[src/sv/single_pair_json_parser_defines.svh]
// Assertion helpers used by the top-level parser file.
`ifndef SINGLE_PAIR_JSON_PARSER_DEFINES_SVH
`define SINGLE_PAIR_JSON_PARSER_DEFINES_SVH

// Same-cycle implication, checked outside of reset.
`define SPJP_ASSERT_NOW(label, clk, rst_n, ante, cons, msg) \
	label: assert property (@(posedge clk) disable iff (!rst_n) (ante) |-> (cons)) \
		else $error(msg);

// Next-cycle implication, checked outside of reset.
`define SPJP_ASSERT_NEXT(label, clk, rst_n, ante, cons, msg) \
	label: assert property (@(posedge clk) disable iff (!rst_n) (ante) |=> (cons)) \
		else $error(msg);

`endif

[src/sv/spjp_pkg.sv]
package spjp_pkg;

	localparam int KEY_MAX      = 16;
	localparam int VALUE_MAX    = 48;
	localparam int RESULT_LIMIT = 64;

	localparam int CHAR_W    = 7;
	localparam int KEY_LEN_W = $clog2(KEY_MAX + 1);
	localparam int VAL_LEN_W = $clog2(VALUE_MAX + 1);
	localparam int KEY_IDX_W = (KEY_MAX > 1) ? $clog2(KEY_MAX) : 1;
	localparam int VAL_IDX_W = (VALUE_MAX > 1) ? $clog2(VALUE_MAX) : 1;
	localparam int SUM_W     = $clog2(KEY_MAX + VALUE_MAX + 1);
	localparam int POS_W     = (SUM_W > $clog2(RESULT_LIMIT + 1)) ? SUM_W
	                                                              : $clog2(RESULT_LIMIT + 1);

	localparam int QUEUE_DEPTH = 4;
	localparam int QPTR_W      = $clog2(QUEUE_DEPTH);

	typedef enum logic [2:0] {
		ST_OK         = 3'd0,
		ST_SYNTAX     = 3'd1,
		ST_KEY_LONG   = 3'd2,
		ST_VALUE_LONG = 3'd3,
		ST_UNFINISHED = 3'd4
	} status_t;

	typedef enum logic [1:0] {
		PART_KEY    = 2'd0,
		PART_VALUE  = 2'd1,
		PART_STATUS = 2'd2
	} part_t;

	typedef enum logic [1:0] {
		CMD_KEY    = 2'd0,
		CMD_VALUE  = 2'd1,
		CMD_FINISH = 2'd2
	} cmd_op_t;

	// One command from the parser to the readout side. For a key or value write,
	// key_len or val_len holds the write index; for a finish, the final lengths.
	typedef struct packed {
		cmd_op_t               op;
		logic [CHAR_W-1:0]     ch;
		logic [KEY_LEN_W-1:0]  key_len;
		logic [VAL_LEN_W-1:0]  val_len;
		logic                  emit;
		status_t               status;
	} cmd_t;

	// Queue status seen by the readout side.
	typedef struct packed {
		logic empty;
		cmd_t head;
	} queue_view_t;

endpackage

[src/sv/spjp_if.sv]
interface spjp_in_if;
	import spjp_pkg::*;

	logic       valid;
	logic       ready;
	logic [7:0] byte_in;
	logic       end_of_message;

	modport source (output valid, output byte_in, output end_of_message, input ready);
	modport sink (input valid, input byte_in, input end_of_message, output ready);
endinterface

interface spjp_out_if;
	import spjp_pkg::*;

	logic       valid;
	logic       ready;
	logic [7:0] char_out;
	logic [1:0] part;
	logic [2:0] status;
	logic       last_of_run;

	modport source (output valid, output char_out, output part, output status,
		output last_of_run, input ready);
	modport sink (input valid, input char_out, input part, input status,
		input last_of_run, output ready);
endinterface

[src/sv/spjp_front.sv]
module spjp_front (
	input  logic          clk,
	input  logic          arst_n,
	spjp_in_if.sink       byte_ch,
	output spjp_pkg::cmd_t cmd,
	output logic          cmd_push,
	input  logic          cmd_full
);
	import spjp_pkg::*;

	typedef enum logic [3:0] {
		PH_OPEN,
		PH_KEY_QUOTE,
		PH_KEY,
		PH_COLON,
		PH_VALUE_QUOTE,
		PH_VALUE,
		PH_BRACE,
		PH_DONE,
		PH_FAILED
	} phase_t;

	localparam logic [7:0] CH_LBRACE = 8'h7B;
	localparam logic [7:0] CH_RBRACE = 8'h7D;
	localparam logic [7:0] CH_QUOTE  = 8'h22;
	localparam logic [7:0] CH_COLON  = 8'h3A;
	localparam logic [7:0] CH_DOT    = 8'h2E;
	localparam logic [7:0] CH_D0     = 8'h30;
	localparam logic [7:0] CH_D9     = 8'h39;
	localparam logic [7:0] CH_UA     = 8'h41;
	localparam logic [7:0] CH_UZ     = 8'h5A;
	localparam logic [7:0] CH_LA     = 8'h61;
	localparam logic [7:0] CH_LZ     = 8'h7A;

	function automatic logic is_alnum(input logic [7:0] c);
		return (c >= CH_D0 && c <= CH_D9) || (c >= CH_UA && c <= CH_UZ) ||
		       (c >= CH_LA && c <= CH_LZ);
	endfunction

	phase_t                phase_q, phase_d;
	status_t               err_q, err_d;
	logic [KEY_LEN_W-1:0]  klen_q, klen_d;
	logic [VAL_LEN_W-1:0]  vlen_q, vlen_d;
	logic                  store_key, store_val;
	logic                  accept;
	logic [7:0]            c;

	assign c             = byte_ch.byte_in;
	assign byte_ch.ready = !cmd_full;
	assign accept        = byte_ch.valid && byte_ch.ready;

	always_comb begin
		phase_d   = phase_q;
		err_d     = err_q;
		klen_d    = klen_q;
		vlen_d    = vlen_q;
		store_key = 1'b0;
		store_val = 1'b0;
		case (phase_q)
			PH_OPEN: begin
				if (c == CH_LBRACE) begin
					phase_d = PH_KEY_QUOTE;
				end else begin
					phase_d = PH_FAILED;
					err_d   = ST_SYNTAX;
				end
			end
			PH_KEY_QUOTE: begin
				if (c == CH_QUOTE) begin
					phase_d = PH_KEY;
				end else begin
					phase_d = PH_FAILED;
					err_d   = ST_SYNTAX;
				end
			end
			PH_COLON: begin
				if (c == CH_COLON) begin
					phase_d = PH_VALUE_QUOTE;
				end else begin
					phase_d = PH_FAILED;
					err_d   = ST_SYNTAX;
				end
			end
			PH_VALUE_QUOTE: begin
				if (c == CH_QUOTE) begin
					phase_d = PH_VALUE;
				end else begin
					phase_d = PH_FAILED;
					err_d   = ST_SYNTAX;
				end
			end
			PH_BRACE: begin
				if (c == CH_RBRACE) begin
					phase_d = PH_DONE;
				end else begin
					phase_d = PH_FAILED;
					err_d   = ST_SYNTAX;
				end
			end
			PH_KEY: begin
				if (c == CH_QUOTE) begin
					phase_d = PH_COLON;
				end else if (is_alnum(c)) begin
					if (klen_q >= KEY_LEN_W'(KEY_MAX)) begin
						phase_d = PH_FAILED;
						err_d   = ST_KEY_LONG;
					end else begin
						store_key = 1'b1;
						klen_d    = klen_q + 1'b1;
					end
				end else begin
					phase_d = PH_FAILED;
					err_d   = ST_SYNTAX;
				end
			end
			PH_VALUE: begin
				if (c == CH_QUOTE) begin
					phase_d = PH_BRACE;
				end else if (is_alnum(c) || c == CH_DOT) begin
					if (vlen_q >= VAL_LEN_W'(VALUE_MAX)) begin
						phase_d = PH_FAILED;
						err_d   = ST_VALUE_LONG;
					end else begin
						store_val = 1'b1;
						vlen_d    = vlen_q + 1'b1;
					end
				end else begin
					phase_d = PH_FAILED;
					err_d   = ST_SYNTAX;
				end
			end
			default: begin
			end
		endcase
	end

	// A final byte only ever yields the finish command: a byte that stores a
	// character cannot also complete the message.
	always_comb begin
		cmd.ch      = c[CHAR_W-1:0];
		cmd.emit    = 1'b0;
		cmd.status  = ST_OK;
		cmd.key_len = klen_q;
		cmd.val_len = vlen_q;
		if (byte_ch.end_of_message) begin
			cmd.op      = CMD_FINISH;
			cmd.key_len = klen_d;
			cmd.val_len = vlen_d;
			cmd.emit    = (phase_d == PH_DONE) && (klen_d != '0 || vlen_d != '0);
			if (phase_d == PH_FAILED) begin
				cmd.status = err_d;
			end else if (!cmd.emit) begin
				cmd.status = ST_UNFINISHED;
			end
		end else if (store_key) begin
			cmd.op = CMD_KEY;
		end else begin
			cmd.op = CMD_VALUE;
		end
	end

	assign cmd_push = accept && (byte_ch.end_of_message || store_key || store_val);

	always_ff @(posedge clk or negedge arst_n) begin
		if (!arst_n) begin
			phase_q <= PH_OPEN;
			err_q   <= ST_OK;
			klen_q  <= '0;
			vlen_q  <= '0;
		end else if (accept) begin
			if (byte_ch.end_of_message) begin
				phase_q <= PH_OPEN;
				err_q   <= ST_OK;
				klen_q  <= '0;
				vlen_q  <= '0;
			end else begin
				phase_q <= phase_d;
				err_q   <= err_d;
				klen_q  <= klen_d;
				vlen_q  <= vlen_d;
			end
		end
	end

endmodule

[src/sv/spjp_cmd_queue.sv]
module spjp_cmd_queue (
	input  logic                  clk,
	input  logic                  arst_n,
	input  spjp_pkg::cmd_t        push_data,
	input  logic                  push,
	output logic                  full,
	output spjp_pkg::queue_view_t view,
	input  logic                  pop
);
	import spjp_pkg::*;

	cmd_t              entry_q [QUEUE_DEPTH];
	logic [QPTR_W-1:0] wr_ptr_q, rd_ptr_q;
	logic [QPTR_W:0]   count_q;

	assign full       = (count_q == (QPTR_W + 1)'(QUEUE_DEPTH));
	assign view.empty = (count_q == '0);
	assign view.head  = entry_q[rd_ptr_q];

	always_ff @(posedge clk) begin
		if (push) begin
			entry_q[wr_ptr_q] <= push_data;
		end
	end

	always_ff @(posedge clk or negedge arst_n) begin
		if (!arst_n) begin
			wr_ptr_q <= '0;
			rd_ptr_q <= '0;
			count_q  <= '0;
		end else begin
			if (push) begin
				wr_ptr_q <= (wr_ptr_q == QPTR_W'(QUEUE_DEPTH - 1)) ? '0 : wr_ptr_q + 1'b1;
			end
			if (pop) begin
				rd_ptr_q <= (rd_ptr_q == QPTR_W'(QUEUE_DEPTH - 1)) ? '0 : rd_ptr_q + 1'b1;
			end
			case ({push, pop})
				2'b10:   count_q <= count_q + 1'b1;
				2'b01:   count_q <= count_q - 1'b1;
				default: count_q <= count_q;
			endcase
		end
	end

endmodule

[src/sv/spjp_back.sv]
module spjp_back (
	input  logic                  clk,
	input  logic                  arst_n,
	input  spjp_pkg::queue_view_t view,
	output logic                  pop,
	spjp_out_if.source            result_ch
);
	import spjp_pkg::*;

	typedef enum logic {
		BK_IDLE,
		BK_EMIT
	} bk_state_t;

	logic [CHAR_W-1:0] key_mem [KEY_MAX];
	logic [CHAR_W-1:0] val_mem [VALUE_MAX];
	logic [CHAR_W-1:0] key_rd_q, val_rd_q;

	bk_state_t            state_q;
	logic [POS_W-1:0]     pos_q, last_pos_q, next_pos, val_off;
	logic [KEY_LEN_W-1:0] klen_q, klen_sel;
	logic                 can_load, advance, next_in_key, cur_in_key, is_finish;
	logic [SUM_W-1:0]     sum;
	logic [POS_W-1:0]     total;
	logic [KEY_IDX_W-1:0] key_addr;
	logic [VAL_IDX_W-1:0] val_addr;

	logic                 out_valid_q, last_q, load_out;
	logic [7:0]           char_q;
	part_t                part_q;
	status_t              status_q;

	assign can_load  = !out_valid_q || result_ch.ready;
	assign is_finish = (view.head.op == CMD_FINISH);
	assign pop       = (state_q == BK_IDLE) && !view.empty && (!is_finish || can_load);
	assign advance   = (state_q == BK_EMIT) && can_load;
	assign load_out  = advance ||
	                   ((state_q == BK_IDLE) && pop && is_finish && !view.head.emit);

	assign sum   = SUM_W'(view.head.key_len) + SUM_W'(view.head.val_len);
	assign total = (sum > SUM_W'(RESULT_LIMIT)) ? POS_W'(RESULT_LIMIT) : POS_W'(sum);

	// In the emit state the read registers hold the entry at pos_q, so the address is
	// looked up one step ahead whenever the output register takes an item.
	always_comb begin
		if (state_q == BK_IDLE) begin
			next_pos = '0;
			klen_sel = view.head.key_len;
		end else begin
			next_pos = advance ? pos_q + 1'b1 : pos_q;
			klen_sel = klen_q;
		end
		next_in_key = next_pos < POS_W'(klen_sel);
		val_off     = next_pos - POS_W'(klen_sel);
		key_addr    = next_in_key ? next_pos[KEY_IDX_W-1:0] : '0;
		val_addr    = (!next_in_key && val_off < POS_W'(VALUE_MAX)) ?
		              val_off[VAL_IDX_W-1:0] : '0;
	end

	assign cur_in_key = pos_q < POS_W'(klen_q);

	always_ff @(posedge clk) begin
		if (pop && view.head.op == CMD_KEY) begin
			key_mem[view.head.key_len[KEY_IDX_W-1:0]] <= view.head.ch;
		end
		key_rd_q <= key_mem[key_addr];
	end

	always_ff @(posedge clk) begin
		if (pop && view.head.op == CMD_VALUE) begin
			val_mem[view.head.val_len[VAL_IDX_W-1:0]] <= view.head.ch;
		end
		val_rd_q <= val_mem[val_addr];
	end

	always_ff @(posedge clk or negedge arst_n) begin
		if (!arst_n) begin
			state_q     <= BK_IDLE;
			pos_q       <= '0;
			last_pos_q  <= '0;
			klen_q      <= '0;
			out_valid_q <= 1'b0;
			char_q      <= '0;
			part_q      <= PART_STATUS;
			status_q    <= ST_OK;
			last_q      <= 1'b0;
		end else begin
			if (load_out) begin
				out_valid_q <= 1'b1;
			end else if (result_ch.ready) begin
				out_valid_q <= 1'b0;
			end
			case (state_q)
				BK_IDLE: begin
					if (pop && is_finish) begin
						if (view.head.emit) begin
							state_q    <= BK_EMIT;
							pos_q      <= '0;
							klen_q     <= view.head.key_len;
							last_pos_q <= total - 1'b1;
						end else begin
							char_q      <= '0;
							part_q      <= PART_STATUS;
							status_q    <= view.head.status;
							last_q      <= 1'b1;
						end
					end
				end
				BK_EMIT: begin
					if (can_load) begin
						char_q      <= {1'b0, (cur_in_key ? key_rd_q : val_rd_q)};
						part_q      <= cur_in_key ? PART_KEY : PART_VALUE;
						status_q    <= ST_OK;
						last_q      <= (pos_q == last_pos_q);
						pos_q       <= pos_q + 1'b1;
						if (pos_q == last_pos_q) begin
							state_q <= BK_IDLE;
						end
					end
				end
				default: begin
					state_q <= BK_IDLE;
				end
			endcase
		end
	end

	assign result_ch.valid       = out_valid_q;
	assign result_ch.char_out    = char_q;
	assign result_ch.part        = part_q;
	assign result_ch.status      = status_q;
	assign result_ch.last_of_run = last_q;

endmodule

[src/sv/single_pair_json_parser.sv]
// Channel     Dir  Payload                                   Meaning
// byte_ch     in   byte_in[7:0], end_of_message              one message byte
// result_ch   out  char_out[7:0], part[1:0], status[2:0],    key/value character
//                  last_of_run                               or status item
//
// The parser takes one byte per cycle while its four-entry command queue has room;
// bytes that neither store a character nor end a message use no queue entry.
// A finish command at the head of the queue is popped once the output register can take an item; a pair then
// streams one character per cycle while result_ch is ready, min(K+V, 64) items, and a status item is loaded at the pop.
// Reset is asynchronous and active low; the key and value stores are not cleared.
// A stalled result side holds the readout, and the parser stalls once the queue is full.
`include "single_pair_json_parser_defines.svh"

module single_pair_json_parser (
	input  logic       clk,
	input  logic       arst_n,
	spjp_in_if.sink    byte_ch,
	spjp_out_if.source result_ch
);
	import spjp_pkg::*;

	// Front: the parser walks the fixed message shape one byte at a time and
	// turns each meaningful byte into a command (store a key character, store a
	// value character, or finish the message with its outcome).
	cmd_t        cmd;
	logic        cmd_push;
	logic        cmd_full;
	queue_view_t view;
	logic        cmd_pop;

	spjp_front u_front (
		.clk      (clk),
		.arst_n   (arst_n),
		.byte_ch  (byte_ch),
		.cmd      (cmd),
		.cmd_push (cmd_push),
		.cmd_full (cmd_full)
	);

	// The queue decouples the two halves, so the next message can be parsed
	// while the previous one is still being read out.
	spjp_cmd_queue u_queue (
		.clk       (clk),
		.arst_n    (arst_n),
		.push_data (cmd),
		.push      (cmd_push),
		.full      (cmd_full),
		.view      (view),
		.pop       (cmd_pop)
	);

	// Back: writes characters into the key and value stores, and on a finish
	// command streams the pair or emits a single status item.
	spjp_back u_back (
		.clk       (clk),
		.arst_n    (arst_n),
		.view      (view),
		.pop       (cmd_pop),
		.result_ch (result_ch)
	);

	// The parser never pushes into a full queue.
	`SPJP_ASSERT_NOW(a_no_push_full, clk, arst_n, cmd_push, !cmd_full, "push into full queue")

	// A status item is always the only and final item of its message.
	`SPJP_ASSERT_NOW(a_status_last, clk, arst_n,
		result_ch.valid && result_ch.part == PART_STATUS,
		result_ch.last_of_run && result_ch.char_out == 8'h00, "malformed status item")

	// Character items always carry the ok status.
	`SPJP_ASSERT_NOW(a_char_ok, clk, arst_n,
		result_ch.valid && result_ch.part != PART_STATUS,
		result_ch.status == ST_OK, "character item with error status")

	// A finish command leaves the queue only when the output side can take it.
	`SPJP_ASSERT_NEXT(a_finish_out, clk, arst_n,
		cmd_pop && view.head.op == CMD_FINISH && !view.head.emit,
		result_ch.valid && result_ch.part == PART_STATUS, "status item not shown")

endmodule
[src/flat_wrapper.sv]
// flat-port wrapper written by rule: the top's interface ports become plain ports
module single_pair_json_parser_flat import spjp_pkg::*;
  (clk, arst_n, byte_ch_valid, byte_ch_byte_in, byte_ch_end_of_message, byte_ch_ready, result_ch_valid, result_ch_char_out, result_ch_part, result_ch_status, result_ch_last_of_run, result_ch_ready);
  spjp_in_if byte_ch_i ();
  spjp_out_if result_ch_i ();
  input  logic clk;
  input  logic arst_n;
  input wire logic [$bits(byte_ch_i.valid)-1:0] byte_ch_valid;
  input wire logic [$bits(byte_ch_i.byte_in)-1:0] byte_ch_byte_in;
  input wire logic [$bits(byte_ch_i.end_of_message)-1:0] byte_ch_end_of_message;
  output wire logic [$bits(byte_ch_i.ready)-1:0] byte_ch_ready;
  output wire logic [$bits(result_ch_i.valid)-1:0] result_ch_valid;
  output wire logic [$bits(result_ch_i.char_out)-1:0] result_ch_char_out;
  output wire logic [$bits(result_ch_i.part)-1:0] result_ch_part;
  output wire logic [$bits(result_ch_i.status)-1:0] result_ch_status;
  output wire logic [$bits(result_ch_i.last_of_run)-1:0] result_ch_last_of_run;
  input wire logic [$bits(result_ch_i.ready)-1:0] result_ch_ready;
  assign byte_ch_i.valid = byte_ch_valid;
  assign byte_ch_i.byte_in = byte_ch_byte_in;
  assign byte_ch_i.end_of_message = byte_ch_end_of_message;
  assign byte_ch_ready = byte_ch_i.ready;
  assign result_ch_valid = result_ch_i.valid;
  assign result_ch_char_out = result_ch_i.char_out;
  assign result_ch_part = result_ch_i.part;
  assign result_ch_status = result_ch_i.status;
  assign result_ch_last_of_run = result_ch_i.last_of_run;
  assign result_ch_i.ready = result_ch_ready;
  single_pair_json_parser u_core (.clk(clk), .arst_n(arst_n), .byte_ch(byte_ch_i), .result_ch(result_ch_i));
endmodule
[config.mk]
export PLATFORM = sky130hd
export DESIGN_NAME = single_pair_json_parser_flat
export DESIGN_NICKNAME = d
export VERILOG_FILES = /design/src/sv/spjp_pkg.sv /design/src/sv/spjp_if.sv /design/src/sv/spjp_front.sv /design/src/sv/spjp_cmd_queue.sv /design/src/sv/spjp_back.sv /design/src/sv/single_pair_json_parser.sv /design/src/flat_wrapper.sv
export VERILOG_INCLUDE_DIRS = /design/src /design/src/sv
export SDC_FILE = /design/constraint.sdc
export NUM_CORES = 1
export LEC_CHECK = 0
export ABC_AREA = 1
export BUFFER_PORTS_ARGS = -buffer_cell sky130_fd_sc_hd__buf_2
export CORE_MARGIN = 1
export CORE_UTILIZATION = 34
export CTS_CLUSTER_DIAMETER = 60
export CTS_CLUSTER_SIZE = 40
export DETAILED_ROUTE_END_ITERATION = 6
export GPL_TIMING_DRIVEN = 1
export PLACE_DENSITY_LB_ADDON = 0.3
export SYNTH_ARGS = -nofsm -noshare
export SYNTH_HDL_FRONTEND = slang
export SYNTH_SLANG_ARGS = --single-unit
[constraint.sdc]
create_clock -name clk -period 3.7 [get_ports clk]
set_input_delay 0.74 -clock clk [delete_from_list [all_inputs] [get_ports clk]]
set_output_delay 0.74 -clock clk [all_outputs]
set_load 0.01 [all_outputs]
==> metrics.yaml, run 1 <==
drc_errors: 0
wl_mm: 72.7
setup_ws_ns: 0.116
skew_ns: 0.0343
num-nets-final: 2688
grt_max_degree: 68
top_layer_used: "met4"
wl_met2_mm: 34.8
yosysWarnings: 0
cts_hold_buf: 0
start_util_pct: 34.5
ctsRootBufferMaster: "clkbuf_16"
crit_family: "simple AND/OR/NAND/NOR gates"
syn-num-nets: 2573
path_depth: 24
p_sw_mw: 12.9
num_rows: 103
r2r_start: "u_core.u_queue.rd_ptr_q[0]$_DFFE_PN0P_"
max_stage_delay_ns: 0.45
core_area_mm2: 0.0794
outcome: "completed"
cp_cell_sequence: "inv_4 -> nand2_1 -> nand3_2 -> nand2_2 -> o21ai_2 -> buf_4 -> ha_4 -> inv_2 -> fa_2 -> nand3_2 -> nand2_2 -> or2_4 -> nand2_2 -> nand3b_1 -> buf_12 -> nand3_4 -> buf_12 -> buf_12 -> o211ai_1 -> nand3_1 -> nand3_2 -> nand2_2 -> nand2_1 -> nand2_1"
insertion_delay_ns: 0.61
grt_pass1_wl_mm: 112
cts_buffers: 43
grt_pass1_vias: 19100
max-vdd-ir-drop_mv: 0.705
startpoint_type: "flop"
synthCells: 2532
die_y_um: 286
pwr-share-comb_pct: 51.2
whs_ns: 0.370
crit_slowest_cell: "dfrtp_2"
htree_levels: 2
grt_overflow_total: 0
cts.sinks: 617
track_usage_pct: 17.5
cts_tree: "built"
synth_edf_count: 544
via_per_inst: 5.16
worstPathRequired_ns: 4.20
met1_length_mm: 31.3
crit_path_frequent_cell: "nand2_2"
timing.fmax_mhz: 279
antenna_found_initial: 0
finalHoldViolations: 0
place_congestion: 0.861
cts_buffer_depth: 3
relSlewSlack_pct: 22.9
synth_flop_cell: "edfxtp_1"
via_count: 19200
wl_met3_mm: 4.45
netlist.area_leader.share_pct: 59.6
path_buf_inv: 6
p_leak_nw: 12.4
drt-initial-drc-count: 1639
clk_pin_slew_worst_paths_ns: 0.10
async_reset_ff_share_pct: 9.56
finalSetupViolCount: 0
synth_cell_types: 48
antenna_cells: 0
detail-route-antenna-nets: 0
ys_seq_area_share_pct: 66.1
r2r_cells: 24
drv_cap: 0
critical_path_arrival_ns: 4.08
startpoint: "u_core.u_queue.rd_ptr_q[0]$_DFFE_PN0P_"
pre_cts_slack_ns: -0.512
powerDensity_mw_per_mm2: 923
worst_slew_pin_slew_ns: 1.16
period_minus_slack_ns: 3.58
min_period_over_period_pct: 96.9
pwr-share-seq_pct: 31.6
min_path_type: "input port to async pin"
die-area_mm2: 0.0817
clkPwrFrac_pct: 17.3
synth-seq-cells: 617
grt_setup_unrepaired: "yes"
die_w_um: 286
endpoint_kind: "flop"
numPortBuffers: 27
yosys-top-cells-area: "edfxtp_1 60%, dfrtp_1 5.3%, nand2_1 4.8%"
crit_fanout: 9
netlist_area_mm2: 0.0274
drt_pass1_iterations: 6
p_int_mw: 16.8
switching_share_pct: 43.4
area_growth_pct: 17.6
slew_violations: 0
dpl.hpwl_mm: 45.6
yosysTopAreaCell: "edfxtp_1"
syn_avg_cell_area_um2: 10.8
pin_count: 29
post_drt_wl_per_cell_um: 19.5
drive_above_1_share_pct: 16.3
criticalPathCategory: "flop to flop"
## what timing repair did
| item | 4_1_cts | 5_1_grt |
|---|---|---|
| pin swaps | 16 | 27 |
| setup endpoints to repair | 14 | 161 |
| buffers inserted | 10 | 8 |
| endpoints found under the hold margin | 0 | 0 |
| resized for setup | 44 | 88 |
| gates cloned | 4 | 7 |
## cells by family after synthesis
group | count (synthesis) | share of synthesized area, %
AO/OA/AOI/OAI | 348 | 7.56
XOR/XNOR | 17 | 0.544
adder cells (fa/ha/maj) | 28 | 1.36
buffers and inverters | 417 | 6.41
flip-flops | 617 | 66.1
other | 1 | 0.0137
AND/OR/NAND/NOR | 1104 | 18.1
## worst reg2reg max path, cell delays in order (launching register included)
cell and delay [ns]:
dfrtp_2 0.45, inv_4 0.10, nand2_1 0.08, nand3_2 0.07, nand2_2 0.08, o21ai_2 0.14
buf_4 0.14, ha_4 0.13, inv_2 0.04, fa_2 0.36, nand3_2 0.08, nand2_2 0.08
or2_4 0.24, nand2_2 0.06, nand3b_1 0.14, buf_12 0.14, nand3_4 0.12, buf_12 0.19
buf_12 0.15, o211ai_1 0.22, nand3_1 0.17, nand3_2 0.13, nand2_2 0.06, nand2_1 0.05
nand2_1 0.05
## Yosys cell counts (3+ instances only)
master    number
o21ai_0      137
o31ai_1       14
a22o_1         3
xor2_1        12
fa_1           3
xnor2_1        5
ha_1          25
dfxtp_1       14
clkbuf_1      52
or2_0          6
nand4_1       97
inv_1        278
a21oi_1       29
a211oi_1      14
edfxtp_1     544
buf_4         13
nand3_1      256
nand3_4        3
nor3_1        24
nor2_1       316
inv_2          8
or2_2         33
dfrtp_1       58
o22ai_1       31
nand2_1      347
a32oi_1       11
buf_1          7
buf_2         47
a31oi_1        8
buf_6         11
o21ai_1       40
nor2_2        13
o211ai_1      56
## final timing paths
check / end / slack [ns]
max: u_core.u_back.val_rd_q[4]$_DFF_P_ / 0.12
min: u_core.u_back.klen_q[0]$_DFFE_PN0P_ / 0.37
max reg2reg: u_core.u_back.val_rd_q[4]$_DFF_P_ / 0.12
min reg2reg: u_core.u_back.result_ch.part[1]$_DFFE_PN1P_ / 0.47
max in group asynchronous: u_core.u_back.state_q$_DFF_PN0_ / 2.49
min in group clk: u_core.u_queue.entry_q[2][15]$_DFFE_PP_ / 0.43
## through the flow
step           utilization, %  instance area, um^2  TNS, ns  cells  power [mW]
2_1_floorplan               -                27400        0   2532        17.7
3_3_place_gp             37.6                29800    -5.10   3625        23.2
3_5_place_dp             37.6                29800    -5.58   3625        23.3
4_1_cts                  39.9                31700        0   3717        29.2
5_1_grt                  40.6                32200   -0.515   3730        31.4
6_report                 40.6                32200        0   3730        29.7
## power by group through the flow
| stage | combinational (mW) | clock (mW) | sequential, mW |
|---|---|---|---|
| 2_1_floorplan | 8.24 | 0 | 9.48 |
| 3_3_place_gp | 13.6 | 0 | 9.53 |
| 3_5_place_dp | 13.8 | 0 | 9.53 |
| 4_1_cts | 14.6 | 5.24 | 9.38 |
| 5_1_grt | 16.5 | 5.46 | 9.43 |
| 6_report | 15.2 | 5.13 | 9.39 |
## metal layers
layer	track usage, %	vias to the layer above
met2	28.9	581
met3	2.73	112
li1	-	9065
met4	5.79	0
met1	23.5	9480
met5	0	-
## cells in the final DEF, fill, tap and decap left out, types with 10 or more instances in the layout
master     Yosys  layout
nand2_1      347     334
xor2_1        12      12
a211oi_1      14      13
buf_4         13     110
nand4_1       97      97
o31ai_1       14      14
dfxtp_1       14      14
nor2_2        13      17
dfrtp_1       58      56
buf_12         0      38
buf_2         47      27
nand3_2        1      39
o211ai_1      56      56
buf_6         11      12
ha_1          25      22
nand2_2        1      14
a21oi_1       29      26
o21ai_0      137     128
o21ai_1       40      38
edfxtp_1     544     544
nor2_1       316     309
inv_1        278     272
clkbuf_16      0      49
o22ai_1       31      23
nand3_1      256     218
o21ai_2        0      11
or2_2         33      32
nor3_1        24      23
inv_2          8      10
## registers in the layout, summed over array words and instances, names as in the netlist, 3 cells and up
register	flops
u_core.u_back.val_mem	336
u_core.u_back.key_mem	112
u_core.u_queue.entry_q	96
u_core.u_back.key_rd_q	7
u_core.u_back.last_pos_q	7
u_core.u_back.pos_q	7
u_core.u_back.result_ch.char_out	7
u_core.u_back.val_rd_q	7
u_core.u_front.vlen_q	6
u_core.u_back.klen_q	5
u_core.u_front.klen_q	5
u_core.u_front.phase_q	4
u_core.u_back.result_ch.status	3
u_core.u_front.err_q	3
u_core.u_queue.count_q	3
## cell type report
cell class | count | area (um^2)
fill | 7595 | 47200
tap | 1050 | 1310
sequential | 617 | 18100
clock inverter | 34 | 403
clock buffer | 44 | 1080
timing repair buffer | 200 | 2170
multi-input combinational | 1498 | 8060
inverter | 287 | 1090
(Power assumes the default switching activity.)
==> run 2: changes to the inputs <==
CORE_UTILIZATION = 45   (was 34)
CTS_CLUSTER_DIAMETER = 150   (was 60)
==> metrics.yaml, run 2 (same netlist as run 1, synthesis figures left out) <==
num_rows: 90
relSlewSlack_pct: 36.2
criticalPathCategory: "flop to flop"
grt_setup_unrepaired: "yes"
r2r_start: "u_core.u_queue.rd_ptr_q[0]$_DFFE_PN0P_"
r2r-end: "u_core.u_back.val_rd_q[2]$_DFF_P_"
endpoint_kind: "flop"
area_growth_pct: 13.4
r2r_cells: 24
startpoint_type: "flop"
largest_register_ffs: 336
antenna_found_initial: 0
post_drt_wl_per_cell_um: 20.4
start_util_pct: 45.5
die_w_um: 249
ff2ff_setup_slack_ns: 0.04
grt_max_degree: 79
period_minus_slack_ns: 3.66
cp_cell_sequence: "inv_4 -> nand2_1 -> nand3_2 -> nand2_4 -> o21ai_4 -> ha_4 -> inv_2 -> fa_2 -> nand3_2 -> nand2_2 -> or2_4 -> nand2_2 -> nand3b_1 -> buf_12 -> nand3_4 -> buf_4 -> buf_12 -> buf_16 -> o21ai_0 -> nand3_1 -> nand3_1 -> nand3_2 -> nand3_2 -> nand2_1"
drv_cap: 0
insertion_delay_ns: 0.59
fillers: 5239
max-vdd-ir-drop_mv: 1.02
min_path_type: "input port to async pin"
detail-route-antenna-nets: 0
crit_fanout: 17
worstPathRequired_ns: 4.19
drc_errors: 0
drive_above_1_share_pct: 14.8
cts_buffers: 19
wl_mm: 70.1
worst_slew_pin_slew_ns: 0.957
layout_commonest_cell: "edfxtp_1"
cts_tree: "built"
core_area_mm2: 0.0602
ctsRootBufferMaster: "clkbuf_16"
antenna_cells: 0
setup_tns_ns: 0
critical_path_arrival_ns: 4.16
p_leak_nw: 12.0
max_stage_delay_ns: 0.49
slew_violations: 0
crit_slowest_cell: "dfrtp_2"
drt-initial-drc-count: 2136
htree_levels: 1
outcome: "completed"
timing.fmax_mhz: 273
numPortBuffers: 27
via_count: 19400
track_usage_pct: 21.9
cts_buffer_depth: 3
grt_pass1_wl_mm: 107
final_cell_mix: "544 x edfxtp_1, 337 x nand2_1, 309 x nor2_1"
die-area_mm2: 0.0619
crit_path_frequent_cell: "nand3_2"
p_total_mw: 27.8
powerDensity_mw_per_mm2: 895
min_period_over_period_pct: 99.0
via_per_inst: 5.63
pin_count: 29
cts.sinks: 617
postLayoutCoreUtil_pct: 51.6
grt_pass1_vias: 18700
dpl.hpwl_mm: 44.1
clk_pin_slew_worst_paths_ns: 0.14
finalSetupViolCount: 0
num-nets-final: 2686
grt_overflow_total: 0
skew_ns: 0.0284
whs_ns: 0.269
place_congestion: 0.932
drt_pass1_iterations: 6
die_y_um: 249
finalHoldViolations: 0
## run 2: cell count changes in the layout (fill, tap and decap cells not counted), sizes merged
cell and delta:
buf +19, clkinv -7, bufinv -2, clkinvlp -6
clkbuf -9, inv -18
## run 2: worst max-delay path by stage
stage	start	end	slack (ns)	depth (start not counted)
3_3_place_gp	result_ch_ready	u_core.u_back.val_rd_q[5]$_DFF_P_	-0.60	26
6_report	u_core.u_queue.rd_ptr_q[0]$_DFFE_PN0P_	u_core.u_back.val_rd_q[2]$_DFF_P_	0.04	24
5_1_grt	u_core.u_queue.rd_ptr_q[0]$_DFFE_PN0P_	u_core.u_back.val_rd_q[1]$_DFF_P_	-0.12	24
4_1_cts	u_core.u_queue.rd_ptr_q[0]$_DFFE_PN0P_	u_core.u_back.val_rd_q[1]$_DFF_P_	-0.01	21
3_5_place_dp	result_ch_ready	u_core.u_back.val_rd_q[1]$_DFF_P_	-0.66	25
2_1_floorplan	u_core.u_queue.rd_ptr_q[0]$_DFFE_PN0P_	u_core.u_back.val_rd_q[0]$_DFF_P_	0.02	22
## run 2: metrics by stage
step | worst slack (ns) | cells | cell area (um^2)
floorplan | 0.0238 | 2532 | 27400
global placement | -0.603 | 3376 | 29600
detailed placement | -0.661 | 3376 | 29600
CTS | -0.0137 | 3416 | 30300
global route | -0.121 | 3439 | 31100
finish | 0.0365 | 3439 | 31100
## run 2: per-layer routing
metal | vias to the layer above | GRT usage, % | share of wire, %
li1 | 9026 | - | -
met1 | 9516 | 30.5 | 43
met2 | 710 | 36.9 | 48
met3 | 99 | 2.30 | 6.4
met4 | 0 | 5.20 | 2.6
met5 | - | 0 | 0
## run 2: worst max-delay path: cells and delay by family (launching register included)
family | cells | cell delay, ns
AO/OA/AOI/OAI | 2 | 0.31
adder cells (fa/ha/maj) | 2 | 0.57
buffers and inverters | 6 | 0.74
flip-flops | 1 | 0.49
AND/OR/NAND/NOR | 14 | 1.47
## run 2: area by class of cell
cell class	count	area [um^2]	area share, %
repair buffers	222	2300	7.39
clock inverters	1	30.0	0.0966
well taps	782	978	3.15
multi-input cells	1498	8060	25.9
clock buffers	32	524	1.69
flip-flops and latches	617	18100	58.2
inverters	287	1090	3.50
## run 2: where the power goes
| group | switching [mW] | total (mW) | internal (mW) |
|---|---|---|---|
| registers | 0.286 | 9.40 | 9.12 |
| clock network | 1.99 | 3.00 | 1.01 |
| logic | 9.90 | 15.4 | 5.52 |
| total | 12.2 | 27.8 | 15.6 |
## run 2: repair_timing
action / 4_1_cts / 5_1_grt
pin swaps: 3 / 26
endpoints found under the setup margin: 11 / 17
buffers inserted: 5 / 12
hold buffers: 0 / 0
gates cloned: 2 / 11
resized for setup: 28 / 100
